**src/rtl/core/ps2_mouse_packet_cursor_tracker_core_assert.svh**
```systemverilog
// assertion macros for the cursor tracker core
`ifndef PS2_MOUSE_PACKET_CURSOR_TRACKER_CORE_ASSERT_SVH
`define PS2_MOUSE_PACKET_CURSOR_TRACKER_CORE_ASSERT_SVH
`ifndef ASSERT_OFF
`define ASSERT_IMPLY(label, clk, rst, ante, cons) \
   label: assert property (@(posedge clk) disable iff (rst) (ante) |-> (cons)) \
      else $error("same-cycle implication failed");
`define ASSERT_NEXT(label, clk, rst, ante, cons) \
   label: assert property (@(posedge clk) disable iff (rst) (ante) |=> (cons)) \
      else $error("next-cycle implication failed");
`else
`define ASSERT_IMPLY(label, clk, rst, ante, cons)
`define ASSERT_NEXT(label, clk, rst, ante, cons)
`endif
`endif

```
**src/rtl/core/ps2mct_pkg.sv**
```systemverilog
package ps2mct_pkg;

   // item modes
   localparam logic MODE_RX_BYTE     = 1'b0;
   localparam logic MODE_SCROLL_READ = 1'b1;

   // controller status and header bit positions
   localparam int STATUS_FULL_BIT = 0;
   localparam int STATUS_AUX_BIT  = 5;
   localparam int HDR_X_SIGN_BIT  = 4;
   localparam int HDR_Y_SIGN_BIT  = 5;

   // register indexes
   localparam logic [3:0] CSR_WHEEL_ENABLE  = 4'd0;
   localparam logic [3:0] CSR_SENSITIVITY   = 4'd1;
   localparam logic [3:0] CSR_SCREEN_WIDTH  = 4'd2;
   localparam logic [3:0] CSR_SCREEN_HEIGHT = 4'd3;

   // reset values
   localparam logic [7:0]  SENS_RESET   = 8'd2;
   localparam logic [12:0] WIDTH_RESET  = 13'd800;
   localparam logic [12:0] HEIGHT_RESET = 13'd600;
   localparam logic [11:0] POS_X_RESET  = 12'd400;
   localparam logic [11:0] POS_Y_RESET  = 12'd300;

   localparam logic [12:0] SCREEN_MAX = 13'd4096;

   // one quotient bit per step over a 9-bit magnitude
   localparam int DIV_STEPS = 9;
   localparam int DIV_CNT_W = $clog2(DIV_STEPS);

   typedef enum logic [1:0] {
      ST_IDLE,
      ST_DIV_X,
      ST_DIV_Y,
      ST_UPDATE
   } state_type;

   typedef struct packed {
      logic       start;
      logic       neg;
      logic [8:0] mag;
      logic [7:0] divisor;
   } div_req_type;

   typedef struct packed {
      logic              done;
      logic signed [9:0] quot;
   } div_rsp_type;

endpackage

```
**src/rtl/core/ps2mct_div.sv**
```systemverilog
module ps2mct_div (
   input  logic                    clock,
   input  logic                    reset,
   input  ps2mct_pkg::div_req_type div_req,
   output ps2mct_pkg::div_rsp_type div_rsp
);

   localparam logic [ps2mct_pkg::DIV_CNT_W-1:0] CNT_LAST =
      ps2mct_pkg::DIV_CNT_W'(ps2mct_pkg::DIV_STEPS - 1);

   logic                              busy_ff;
   logic                              done_ff;
   logic [ps2mct_pkg::DIV_CNT_W-1:0]  cnt_ff;
   logic [7:0]                        rem_ff;
   logic [8:0]                        dvd_ff;
   logic [8:0]                        quo_ff;
   logic [7:0]                        dsr_ff;
   logic                              neg_ff;
   logic signed [9:0]                 quot_ff;

   logic [8:0]        rem_sh;
   logic              fits;
   logic [7:0]        rem_in;
   logic [8:0]        quo_in;
   logic signed [9:0] quot_in;

   // restoring step: shift in one dividend bit, subtract if it fits
   always_comb begin
      rem_sh  = {rem_ff, dvd_ff[8]};
      fits    = rem_sh >= {1'b0, dsr_ff};
      rem_in  = fits ? 8'(rem_sh - {1'b0, dsr_ff}) : rem_sh[7:0];
      quo_in  = {quo_ff[7:0], fits};
      quot_in = neg_ff ? -$signed({1'b0, quo_in}) : $signed({1'b0, quo_in});
   end

   always_ff @(posedge clock) begin
      if (reset) begin
         busy_ff <= 1'b0;
         done_ff <= 1'b0;
         cnt_ff  <= '0;
      end else begin
         done_ff <= 1'b0;
         if (div_req.start) begin
            busy_ff <= 1'b1;
            cnt_ff  <= '0;
         end else if (busy_ff) begin
            cnt_ff <= cnt_ff + 1'b1;
            if (cnt_ff == CNT_LAST) begin
               busy_ff <= 1'b0;
               done_ff <= 1'b1;
            end
         end
      end
   end

   always_ff @(posedge clock) begin
      if (div_req.start) begin
         rem_ff <= '0;
         dvd_ff <= div_req.mag;
         quo_ff <= '0;
         dsr_ff <= div_req.divisor;
         neg_ff <= div_req.neg;
      end else if (busy_ff) begin
         rem_ff <= rem_in;
         dvd_ff <= {dvd_ff[7:0], 1'b0};
         quo_ff <= quo_in;
         if (cnt_ff == CNT_LAST) begin
            quot_ff <= quot_in;
         end
      end
   end

   assign div_rsp.done = done_ff;
   assign div_rsp.quot = quot_ff;

endmodule

```
**src/rtl/core/ps2_mouse_packet_cursor_tracker_core.sv**
```systemverilog
// result: a byte that does not finish a packet, or a scroll read, is a result word in the next cycle
// result: a packet-finishing byte waits on two 9-step divides, x then y, on one shared unit,
//         then the clamp and update state loads the word once the output is free
// throughput: one word at a time; req_stall stays high while the divider runs
// reset: synchronous active high; cursor at 400,300, buttons and scroll 0, sensitivity 2,
//        screen 800x600, three-byte packets
`include "ps2_mouse_packet_cursor_tracker_core_assert.svh"
module ps2_mouse_packet_cursor_tracker_core (
   input  logic              clock,
   input  logic              reset,
   // input words
   input  logic              req_valid,
   output logic              req_stall,
   input  logic              req_mode,
   input  logic [7:0]        req_port_status,
   input  logic [7:0]        req_rx_byte,
   // result words
   output logic              rsp_valid,
   input  logic              rsp_stall,
   output logic [11:0]       rsp_cursor_x_out,
   output logic [11:0]       rsp_cursor_y_out,
   output logic [2:0]        rsp_buttons_out,
   output logic signed [7:0] rsp_scroll_out,
   output logic              rsp_packet_done,
   output logic signed [7:0] rsp_scroll_taken,
   // register writes
   input  logic              csr_valid,
   output logic              csr_ready,
   input  logic [3:0]        csr_index,
   input  logic [12:0]       csr_wdata
);

   // sign-magnitude form of a 9-bit movement offset
   function automatic logic [8:0] offset_mag(input logic [7:0] low8, input logic neg);
      logic [8:0] m;
      m = neg ? 9'(9'd256 - {1'b0, low8}) : {1'b0, low8};
      return m;
   endfunction

   // zero and oversize screen dimensions collapse to 1 and 4096
   function automatic logic [11:0] clamp_axis(input logic signed [13:0] v,
                                              input logic [12:0] size);
      logic [11:0] lim;
      logic [11:0] r;
      if (size == 13'd0) begin
         lim = 12'd0;
      end else if (size > ps2mct_pkg::SCREEN_MAX) begin
         lim = 12'hFFF;
      end else begin
         lim = 12'(size - 13'd1);
      end
      if (v < 0) begin
         r = 12'd0;
      end else if (v > $signed({2'b00, lim})) begin
         r = lim;
      end else begin
         r = v[11:0];
      end
      return r;
   endfunction

   // configuration registers
   logic        wheel_ff;
   logic [7:0]  sens_ff;
   logic [12:0] width_ff;
   logic [12:0] height_ff;

   // block state
   ps2mct_pkg::state_type state_ff, state_in;
   logic [1:0]  byte_index_ff, byte_index_in;
   logic [7:0]  pb0_ff, pb0_in;
   logic [7:0]  pb1_ff, pb1_in;
   logic [7:0]  pb2_ff, pb2_in;
   logic [11:0] pos_x_ff, pos_x_in;
   logic [11:0] pos_y_ff, pos_y_in;
   logic [2:0]  buttons_ff, buttons_in;
   logic [7:0]  pending_ff, pending_in;
   logic [7:0]  shown_ff, shown_in;
   logic signed [9:0] qx_ff, qx_in;

   // output register
   logic        out_valid_ff, out_valid_in;
   logic [11:0] out_x_ff;
   logic [11:0] out_y_ff;
   logic [2:0]  out_buttons_ff;
   logic [7:0]  out_shown_ff;
   logic        out_done_ff;
   logic [7:0]  out_taken_ff;

   logic        load_out;
   logic        done_sel;
   logic [7:0]  taken_sel;
   logic        out_free;
   logic        accept;
   logic        byte_ok;
   logic        complete;
   logic signed [13:0] sum_x;
   logic signed [13:0] sum_y;

   ps2mct_pkg::div_req_type div_req;
   ps2mct_pkg::div_rsp_type div_rsp;

   ps2mct_div u_div (
      .clock   (clock),
      .reset   (reset),
      .div_req (div_req),
      .div_rsp (div_rsp)
   );

   // handshakes
   assign out_free  = !out_valid_ff || !rsp_stall;
   assign req_stall = !((state_ff == ps2mct_pkg::ST_IDLE) && out_free);
   assign accept    = req_valid && !req_stall;
   assign csr_ready = 1'b1;

   assign byte_ok  = req_port_status[ps2mct_pkg::STATUS_FULL_BIT]
                     && req_port_status[ps2mct_pkg::STATUS_AUX_BIT];
   // last byte sits at index 2, or 3 with the wheel; index 3 always finishes
   assign complete = byte_index_ff >= {1'b1, wheel_ff};

   // new position: x moves with the offset, y against it
   assign sum_x = $signed({2'b00, pos_x_ff}) + {{4{qx_ff[9]}}, qx_ff};
   assign sum_y = $signed({2'b00, pos_y_ff}) - {{4{div_rsp.quot[9]}}, div_rsp.quot};

   always_comb begin
      state_in      = state_ff;
      byte_index_in = byte_index_ff;
      pb0_in        = pb0_ff;
      pb1_in        = pb1_ff;
      pb2_in        = pb2_ff;
      pos_x_in      = pos_x_ff;
      pos_y_in      = pos_y_ff;
      buttons_in    = buttons_ff;
      pending_in    = pending_ff;
      shown_in      = shown_ff;
      qx_in         = qx_ff;
      load_out      = 1'b0;
      done_sel      = 1'b0;
      taken_sel     = 8'd0;
      div_req       = '0;
      div_req.divisor = sens_ff;

      case (state_ff)
         ps2mct_pkg::ST_IDLE: begin
            if (accept) begin
               load_out = 1'b1;
               if (req_mode == ps2mct_pkg::MODE_SCROLL_READ) begin
                  taken_sel  = pending_ff;
                  pending_in = 8'd0;
                  shown_in   = 8'd0;
               end else if (byte_ok) begin
                  if (complete) begin
                     // result waits for both divides
                     load_out      = 1'b0;
                     byte_index_in = 2'd0;
                     buttons_in    = pb0_ff[2:0];
                     if (!wheel_ff) begin
                        pb2_in = req_rx_byte;
                     end
                     if (wheel_ff && (req_rx_byte != 8'd0)) begin
                        pending_in = 8'(8'd0 - req_rx_byte);
                        shown_in   = 8'(8'd0 - req_rx_byte);
                     end
                     div_req.start = 1'b1;
                     div_req.neg   = pb0_ff[ps2mct_pkg::HDR_X_SIGN_BIT];
                     div_req.mag   = offset_mag(pb1_ff, pb0_ff[ps2mct_pkg::HDR_X_SIGN_BIT]);
                     state_in      = ps2mct_pkg::ST_DIV_X;
                  end else begin
                     byte_index_in = byte_index_ff + 2'd1;
                     case (byte_index_ff)
                        2'd0:    pb0_in = req_rx_byte;
                        2'd1:    pb1_in = req_rx_byte;
                        default: pb2_in = req_rx_byte;
                     endcase
                  end
               end
            end
         end
         ps2mct_pkg::ST_DIV_X: begin
            if (div_rsp.done) begin
               qx_in         = div_rsp.quot;
               div_req.start = 1'b1;
               div_req.neg   = pb0_ff[ps2mct_pkg::HDR_Y_SIGN_BIT];
               div_req.mag   = offset_mag(pb2_ff, pb0_ff[ps2mct_pkg::HDR_Y_SIGN_BIT]);
               state_in      = ps2mct_pkg::ST_DIV_Y;
            end
         end
         ps2mct_pkg::ST_DIV_Y: begin
            // quotient for y stays in the divider until the update
            if (div_rsp.done) begin
               state_in = ps2mct_pkg::ST_UPDATE;
            end
         end
         ps2mct_pkg::ST_UPDATE: begin
            if (out_free) begin
               pos_x_in = clamp_axis(sum_x, width_ff);
               pos_y_in = clamp_axis(sum_y, height_ff);
               load_out = 1'b1;
               done_sel = 1'b1;
               state_in = ps2mct_pkg::ST_IDLE;
            end
         end
         default: begin
            state_in = ps2mct_pkg::ST_IDLE;
         end
      endcase

      if (load_out) begin
         out_valid_in = 1'b1;
      end else if (out_valid_ff && !rsp_stall) begin
         out_valid_in = 1'b0;
      end else begin
         out_valid_in = out_valid_ff;
      end
   end

   always_ff @(posedge clock) begin
      if (reset) begin
         state_ff      <= ps2mct_pkg::ST_IDLE;
         byte_index_ff <= 2'd0;
         pos_x_ff      <= ps2mct_pkg::POS_X_RESET;
         pos_y_ff      <= ps2mct_pkg::POS_Y_RESET;
         buttons_ff    <= 3'd0;
         pending_ff    <= 8'd0;
         shown_ff      <= 8'd0;
         out_valid_ff  <= 1'b0;
      end else begin
         state_ff      <= state_in;
         byte_index_ff <= byte_index_in;
         pos_x_ff      <= pos_x_in;
         pos_y_ff      <= pos_y_in;
         buttons_ff    <= buttons_in;
         pending_ff    <= pending_in;
         shown_ff      <= shown_in;
         out_valid_ff  <= out_valid_in;
      end
   end

   // packet bytes, quotient and result word need no reset
   always_ff @(posedge clock) begin
      pb0_ff <= pb0_in;
      pb1_ff <= pb1_in;
      pb2_ff <= pb2_in;
      qx_ff  <= qx_in;
      if (load_out) begin
         out_x_ff       <= pos_x_in;
         out_y_ff       <= pos_y_in;
         out_buttons_ff <= buttons_in;
         out_shown_ff   <= shown_in;
         out_done_ff    <= done_sel;
         out_taken_ff   <= taken_sel;
      end
   end

   // register writes; a zero sensitivity is stored as 1
   always_ff @(posedge clock) begin
      if (reset) begin
         wheel_ff  <= 1'b0;
         sens_ff   <= ps2mct_pkg::SENS_RESET;
         width_ff  <= ps2mct_pkg::WIDTH_RESET;
         height_ff <= ps2mct_pkg::HEIGHT_RESET;
      end else if (csr_valid && csr_ready) begin
         case (csr_index)
            ps2mct_pkg::CSR_WHEEL_ENABLE:  wheel_ff <= csr_wdata[0];
            ps2mct_pkg::CSR_SENSITIVITY: begin
               sens_ff <= (csr_wdata[7:0] == 8'd0) ? 8'd1 : csr_wdata[7:0];
            end
            ps2mct_pkg::CSR_SCREEN_WIDTH:  width_ff  <= csr_wdata;
            ps2mct_pkg::CSR_SCREEN_HEIGHT: height_ff <= csr_wdata;
            default: begin
            end
         endcase
      end
   end

   assign rsp_valid        = out_valid_ff;
   assign rsp_cursor_x_out = out_x_ff;
   assign rsp_cursor_y_out = out_y_ff;
   assign rsp_buttons_out  = out_buttons_ff;
   assign rsp_scroll_out   = $signed(out_shown_ff);
   assign rsp_packet_done  = out_done_ff;
   assign rsp_scroll_taken = $signed(out_taken_ff);

   // divider only finishes while the sequencer waits on it
   `ASSERT_IMPLY(a_div_done_state, clock, reset, div_rsp.done,
      (state_ff == ps2mct_pkg::ST_DIV_X) || (state_ff == ps2mct_pkg::ST_DIV_Y))
   // a finishing byte starts the x divide
   `ASSERT_NEXT(a_complete_to_div, clock, reset,
      accept && (req_mode == ps2mct_pkg::MODE_RX_BYTE) && byte_ok && complete,
      state_ff == ps2mct_pkg::ST_DIV_X)
   // the update cycle delivers a packet word
   `ASSERT_NEXT(a_update_loads, clock, reset,
      (state_ff == ps2mct_pkg::ST_UPDATE) && out_free, rsp_valid && rsp_packet_done)
   // a packet word never carries taken scroll
   `ASSERT_IMPLY(a_done_no_taken, clock, reset, rsp_valid && rsp_packet_done,
      rsp_scroll_taken == 8'sd0)

endmodule

```
**config.mk**
```make
export PLATFORM = sky130hd
export DESIGN_NAME = ps2_mouse_packet_cursor_tracker_core
export DESIGN_NICKNAME = d
export VERILOG_FILES = /design/src/rtl/core/ps2mct_pkg.sv /design/src/rtl/core/ps2mct_div.sv /design/src/rtl/core/ps2_mouse_packet_cursor_tracker_core.sv
export VERILOG_INCLUDE_DIRS = /design/src /design/src/rtl/core
export SDC_FILE = /design/constraint.sdc
export NUM_CORES = 1
export LEC_CHECK = 0
export ABC_AREA = 1
export BUFFER_PORTS_ARGS = -buffer_cell sky130_fd_sc_hd__buf_2
export CAP_MARGIN = 40
export CORE_MARGIN = 5
export CORE_UTILIZATION = 40
export CTS_CLUSTER_DIAMETER = 40
export CTS_CLUSTER_SIZE = 30
export DETAILED_ROUTE_END_ITERATION = 7
export PLACE_DENSITY = 0.55
export SLEW_MARGIN = 5
export SYNTH_ARGS = -nofsm -noshare
export SYNTH_HDL_FRONTEND = slang
export SYNTH_SLANG_ARGS = --single-unit
```
**constraint.sdc**
```tcl
create_clock -name clock -period 4.56 [get_ports clock]
set_input_delay 0.228 -clock clock [delete_from_list [all_inputs] [get_ports clock]]
set_output_delay 0.228 -clock clock [all_outputs]
set_load 0.02 [all_outputs]
```
---- Yosys cells after proc, flatten, opt, wreduce, memory -nomap -nowiden ----
Index checks and enable logic that the tools add are counted.
storage, ports and cells
  flip-flop bits (word level) ............. 209
  output and inout port bits .............. 47
  bits of input ports ..................... 39
operators by class
  multiplexer cells ....................... 68
  bitwise operators ....................... 4
  order comparisons ....................... 8
  reductions and logical operators ........ 37
  equality and inequality tests ........... 17
  add/sub/neg operators ................... 11
operators by type and width
  cell                                                                            number
  12-bit 2-to-1 mux                                                               16
  8-bit 2-to-1 mux                                                                15
  11-bit 2-to-1 mux                                                               5
  9-bit 2-to-1 mux                                                                5
  14-bit by 13-bit greater-than comparator with 1-bit output                      2
  14-bit by 1-bit less-than comparator with 1-bit output (second input constant)  2
  13-bit greater-than comparator (second input constant)                          2
  13-bit logical NOT                                                              2
  12-bit by 1-bit subtractor with 12-bit output (second input constant)           2
  11-bit one-hot mux with 2 select lines                                          1
  6-bit AND reduction                                                             3
  9-bit by 8-bit subtractor with 9-bit output (first input constant)              2
  2-bit 2-to-1 mux                                                                8
  3-bit 2-to-1 mux                                                                5
  13-bit by 10-bit adder with 14-bit output                                       1
  13-bit by 10-bit subtractor with 14-bit output                                  1
  2-bit inequality test (second input constant)                                   6
  1-bit 2-to-1 mux                                                                11
  9-bit negator with 10-bit output                                                1
  2-bit AND reduction                                                             5
  2-bit nonzero test                                                              5
  9-bit by 8-bit greater-or-equal comparator with 1-bit output                    1
  4-bit by 2-bit == test with 1-bit output (second input constant)                2
  8-bit logical NOT                                                               1
  25 further kinds                                                                41

---- Logic depth before layout (Yosys ltp) ----
  word-level depth ........................ 10
  depth in mapped cells ................... 22

---- Cells and area by module ----
A second synthesis with hierarchy kept.
unflattened totals
  cells, all modules ...................... 1442
  area total of the unflattened synthesis .. 11713.7 um^2
by module, submodules not included
  module                                cells each  times used  area each (um^2)
  ps2_mouse_packet_cursor_tracker_core  1170        1           9262.6
  ps2mct_div                            272         1           2451.1

---- Worst setup path before layout ----
Ideal clock, no wire load.
  path type ............................... register to register
  start ................................... reg byte_index_ff[0]
  end ..................................... reg out_buttons_ff[0], in the netlist rsp_buttons_out[0], enable pin
  arrival ................................. 3.147 ns
  data required time ...................... 4.098 ns
  setup time .............................. 0.462 ns
  slack ................................... 0.951 ns
  buffers on the path ..................... 0
  stages on the path, launching flop included .. 10
  period minus slack after synthesis ...... 3.609 ns
  cell sequence ........................... dfxtp_1 inv_1 ha_1 inv_1 a21oi_2 nand2_1 nor2_1 inv_2 nand2_1 a21oi_1
on the way
  cells in the longest elaborated chain, start to end .. 6
ends and longest elaborated chain
  element                                RTL line                                     text
  from (decl)                            ps2_mouse_packet_cursor_tracker_core.sv:70   logic [1:0] byte_index_ff, byte_index_in;
  from (signal assigned)                 ps2_mouse_packet_cursor_tracker_core.sv:229  byte_index_ff <= byte_index_in;
  2-bit greater-or-equal comparator      ps2_mouse_packet_cursor_tracker_core.sv:119  assign complete = byte_index_ff >= {1'b1, wheel_ff};
  1-bit 2-to-1 mux                       ps2_mouse_packet_cursor_tracker_core.sv:152  if (complete) begin
  1-bit 2-to-1 mux                       ps2_mouse_packet_cursor_tracker_core.sv:151  end else if (byte_ok) begin
  1-bit 2-to-1 mux                       ps2_mouse_packet_cursor_tracker_core.sv:147  if (req_mode == ps2mct_pkg::MODE_SCROLL_READ) begin
  1-bit 2-to-1 mux                       ps2_mouse_packet_cursor_tracker_core.sv:145  if (accept) begin
  1-bit one-hot mux with 2 select lines  ps2_mouse_packet_cursor_tracker_core.sv:143  case (state_ff)
  net load_out                           ps2_mouse_packet_cursor_tracker_core.sv:90   logic load_out;
  to (signal assigned)                   ps2_mouse_packet_cursor_tracker_core.sv:248  out_buttons_ff <= buttons_in;
  to (decl)                              ps2_mouse_packet_cursor_tracker_core.sv:85   logic [2:0] out_buttons_ff;
The timed path passes the listed nets, and every way through them passes these cells.
A chain may end at the register's enable or synchronous reset.

---- Worst setup path in the final report ----
  start ................................... reg u_div.quot_ff[2]
  end ..................................... reg out_y_ff[2], in the netlist rsp_cursor_y_out[2], data pin
on the way
  cells in the longest elaborated chain, start to end .. 6
ends and longest elaborated chain
  element                                                     RTL line                                     text
  from (decl)                                                 ps2mct_div.sv:19                             logic signed [9:0] quot_ff;
  from (signal assigned)                                      ps2mct_div.sv:68                             quot_ff <= quot_in;
  13-bit by 10-bit subtractor with 14-bit output *            ps2_mouse_packet_cursor_tracker_core.sv:123  assign sum_y = $signed({2'b00, pos_y_ff}) - {{4{div_rsp.quot[9]}}, div_rsp.quot};
  14-bit by 13-bit greater-than comparator with 1-bit output  ps2_mouse_packet_cursor_tracker_core.sv:54   end else if (v > $signed({2'b00, lim})) begin
  12-bit 2-to-1 mux                                           ps2_mouse_packet_cursor_tracker_core.sv:54
  12-bit 2-to-1 mux *                                         ps2_mouse_packet_cursor_tracker_core.sv:52   if (v < 0) begin
  12-bit 2-to-1 mux *                                         ps2_mouse_packet_cursor_tracker_core.sv:195  if (out_free) begin
  12-bit 2-to-1 mux *                                         ps2_mouse_packet_cursor_tracker_core.sv:143
  net pos_y_in[2]                                             ps2_mouse_packet_cursor_tracker_core.sv:75   logic [11:0] pos_y_ff, pos_y_in;
  to (signal assigned)                                        ps2_mouse_packet_cursor_tracker_core.sv:247  out_y_ff <= pos_y_in;
  to (decl)                                                   ps2_mouse_packet_cursor_tracker_core.sv:84   logic [11:0] out_y_ff;
The timed path passes the listed nets; every way through them passes the cells marked *.

==> impl_metrics.csv <==
group,metric,value,unit
layout,layout-drive-gt1-share,14.85,%
critical_path,crit_type,"reg2reg",
critical_path,worst_ep_required_time,4850,ps
critical_path,startpoint,"u_div.quot_ff[2]$_DFFE_PP_",
logic_synthesis,mappedNetlistNets,1510,
sta,worst_pin_slew,829.1,ps
clock_network,clock_latency,560,ps
grt,grt-ovfl-total,0,
drt,wl_per_cell,14.02,um
logic_synthesis,synth_top_family_by_area,"simple AND/OR/NAND/NOR gates",
layout,final_util,47.74,%
logic_synthesis,ys_seq_area_share,45.03,%
drt,firstDrtPassIters,4,
critical_path,r2r_start,"u_div.quot_ff[2]$_DFFE_PP_",
sta,period_share,84.29,%
logic_synthesis,synth_cell_types,50,
logic_synthesis,synth_compound_area_share,11.24,%
critical_path,end_kind,"register",
logic_synthesis,async_reset_ff_share,0,%
grt,grt_pass1_vias,9100,
sta,setup_ws,716.3,ps
sta,slew_violations,0,
floorplan,rows,62,
sta,maxSlewHeadroom,44.52,%
critical_path,critPathLaunchType,"register",
pwr,powerDensity,397.0,nW/um2
logic_synthesis,synth_area,11540,um2
placed_design,gp_congestion,0.9085,
clock_network,cts_resized,0,
hold_path,min_path_type,"in2reg",
floorplan,dieArea,32340,um2
sta,fmax,260.2,MHz
critical_path,worstPathArrival,4140,ps
drt,viasPerCell,4.849,
pwr,p_leak,6.198,nW
clock_network,clk_pin_slew,50,ps
logic_synthesis,synth_ff_type,"dfxtp_1",
clock_network,post_cts_buffers,0,
logic_synthesis,yosys_register_bits,208,
drt,drc,0,
clock_network,cts_hold_buffers,24,
layout,syn_to_final_growth,18.46,%
floorplan,ioPinCount,86,
layout,final_cells,1913,
drt,drt_iter0_markers,450,
grt,grt_first_pass_wirelength,45130,um
pwr,irDropWorstVdd,276.3,uV
floorplan,die_h,179.8,um
drt,wirelength,26820,um
critical_path,cp_max_fo,13,
pwr,p_total,5.426,mW
sta,setup_viol,0,
status,status,"complete, no violations",
placed_design,io_buffers,78,
grt,track_usage,16.52,%
hold_path,worstHoldStart,"csr_index[1]",
logic_synthesis,yosysWarningCount,0,
floorplan,design.core.area,28630,um2
clock_network,cts_sinks,208,
logic_synthesis,avgSynthCellArea,8.281,um2
sta,hold_violations,0,
clock_network,cts-htree-levels,1,
clock_network,cts_tree,"done",
grt,grt_max_degree,42,
floorplan,die_w,179.8,um
logic_synthesis,synth_fa_ha_area_share,8.655,%
floorplan,start_util,40.30,%
layout,nets,1622,
sta,fin_skew,27.50,ps
clock_network,cts_buffers,31,
logic_synthesis,synthSimpleGateAreaFrac,23.76,%
sta,tns,0,ps
run,max_cap_viol_count,0,
placed_design,placed_cells,1832,
layout,fillers,2815,
sta,fin_hold_ws,54.35,ps
logic_synthesis,synth_edf_count,103,
placed_design,place_area,12340,um2
logic_synthesis,synth.area.mux_share,0,%
sta,period_minus_slack,3844,ps
logic_synthesis,synth_xor_xnor_area_share,3.178,%
drt,final_antenna_net_count,0,
grt,antenna_found_initial,0,
placed_design,dpl.hpwl,20470,um
placed_design,pre_cts_slack,722.1,ps
layout,design_area,13670,um2
clock_network,root_buffer,"clkbuf_16",
drt,vias,9277,
layout,antenna_cells,0,
logic_synthesis,netlist_instances,1393,
clock_network,clock_path_buffers,3,
sta,rsz0062_at_grt,"false",
[final timing paths]
path / to / slack [ps] / cells past startpoint
max reg2reg: rsp_cursor_y_out[2]$_DFFE_PP_ / 720 / 18
max: rsp_cursor_y_out[2]$_DFFE_PP_ / 720 / 18
min reg2reg: u_div.dsr_ff[5]$_DFFE_PP_ / 430 / 0
min: wheel_ff$_SDFFE_PP0P_ / 50 / 4
[power by group]
group	internal [mW]	leakage (nW)	switching [mW]
logic	0.256	3.89	0.567
registers	2.14	1.78	0.0481
clock network	1.55	0.527	0.867
[layout make-up]
cell class	instances	area [um2]	share of cell area, %
clock buffer	40	882.1	6.455
clock inverter	17	207.7	1.520
multi-input combinational	944	5418	39.64
timing repair buffer	111	698.2	5.109
tap	384	480.5	3.516
sequential	208	5195	38.02
inverter	209	784.5	5.741
[synth_stat cells, types with 8 or more instances]
| master | count | area share [%] |
|---|---|---|
| xnor2_1 | 18 | 1.4 |
| a21oi_2 | 15 | 1.1 |
| o21bai_1 | 9 | 0.59 |
| nand4_1 | 36 | 2.0 |
| o22ai_1 | 9 | 0.49 |
| nand3_2 | 19 | 1.6 |
| o21ai_0 | 71 | 3.1 |
| edfxtp_1 | 103 | 27 |
| o211ai_1 | 14 | 0.91 |
| inv_2 | 9 | 0.29 |
| or2_2 | 9 | 0.49 |
| buf_2 | 9 | 0.39 |
| clkinv_1 | 8 | 0.26 |
| o21ai_1 | 9 | 0.39 |
| clkbuf_1 | 19 | 0.62 |
| xor2_1 | 22 | 1.7 |
| a21oi_1 | 81 | 3.5 |
| inv_1 | 192 | 6.2 |
| nand2_2 | 20 | 1.1 |
| nor2_1 | 121 | 3.9 |
| nand3_1 | 73 | 3.2 |
| nor3_1 | 24 | 1.0 |
| nand2_1 | 279 | 9.1 |
| dfxtp_1 | 105 | 18 |
| ha_1 | 75 | 8.1 |
[worst max-delay path, cell delays in order, from the launching register on]
cell and delay (ps):
edfxtp_1 370, inv_1 70, ha_1 250, or2_1 240
nand3_1 120, nand2_1 110, a21oi_1 220, o21ai_0 170
a21oi_1 190, xnor2_1 170, inv_1 80, ha_1 310
a21oi_1 140, a21boi_1 230, nand3_2 280, nand3_2 370
o21ai_1 120, nand3_1 110, nand2_1 60
[per-layer routing]
layer,share of wire (%),global-route usage [%],up-vias
met1,45,20.74,4199
met5,0,0,-
met4,2.7,4.938,0
met2,48,29.27,146
met3,4.0,2.688,57
li1,-,-,4875
[cell families (layout without fill, tap and decap cells)]
| logic type | Yosys count | in the layout |
|---|---|---|
| other | 1 | 1 |
| and+or+nand+nor | 600 | 600 |
| buffers and inverters | 241 | 377 |
| AOI/OAI and AO/OA | 224 | 224 |
| DFF | 208 | 208 |
| adders and majority gates | 78 | 78 |
| xor gates and xnor gates | 41 | 41 |
[sequential cells by signal (all words and copies together), names as in the netlist, 9 cells and up]
name,cells
pos_y_ff,12
height_ff,13
u_div.dvd_ff,9
rsp_cursor_y_out,12
rsp_cursor_x_out,12
pos_x_ff,12
width_ff,13
qx_ff,10
u_div.quot_ff,10
[cell usage in the layout, fill, tap and decap left out, types with 3 or more instances in the layout]
cell             n
fa_1             3
clkbuf_16       33
nor4_1           3
inv_1          192
nor3_2           4
inv_2            9
nand2_1        279
ha_1            75
edfxtp_1       103
xor2_1          22
o21ai_1          9
clkinv_4         4
nand2_2         20
bufinv_16        3
a21oi_2         15
nand3_1         73
nand3_2         19
o21ai_0         71
nor2_2           5
a21oi_1         80
o211ai_1        14
buf_4            9
inv_6            4
clkinv_1        10
dlygate4sd3_1   24
clkbuf_8         3
buf_2           78
nor2_1         121
o21bai_1         9
o22ai_1          9
nor3_1          24
or2_2            9
a31oi_1          3
xnor2_1         18
nand4_1         36
clkbuf_1         4
dfxtp_1        105
No activity file was read; power rests on OpenSTA's default activity.
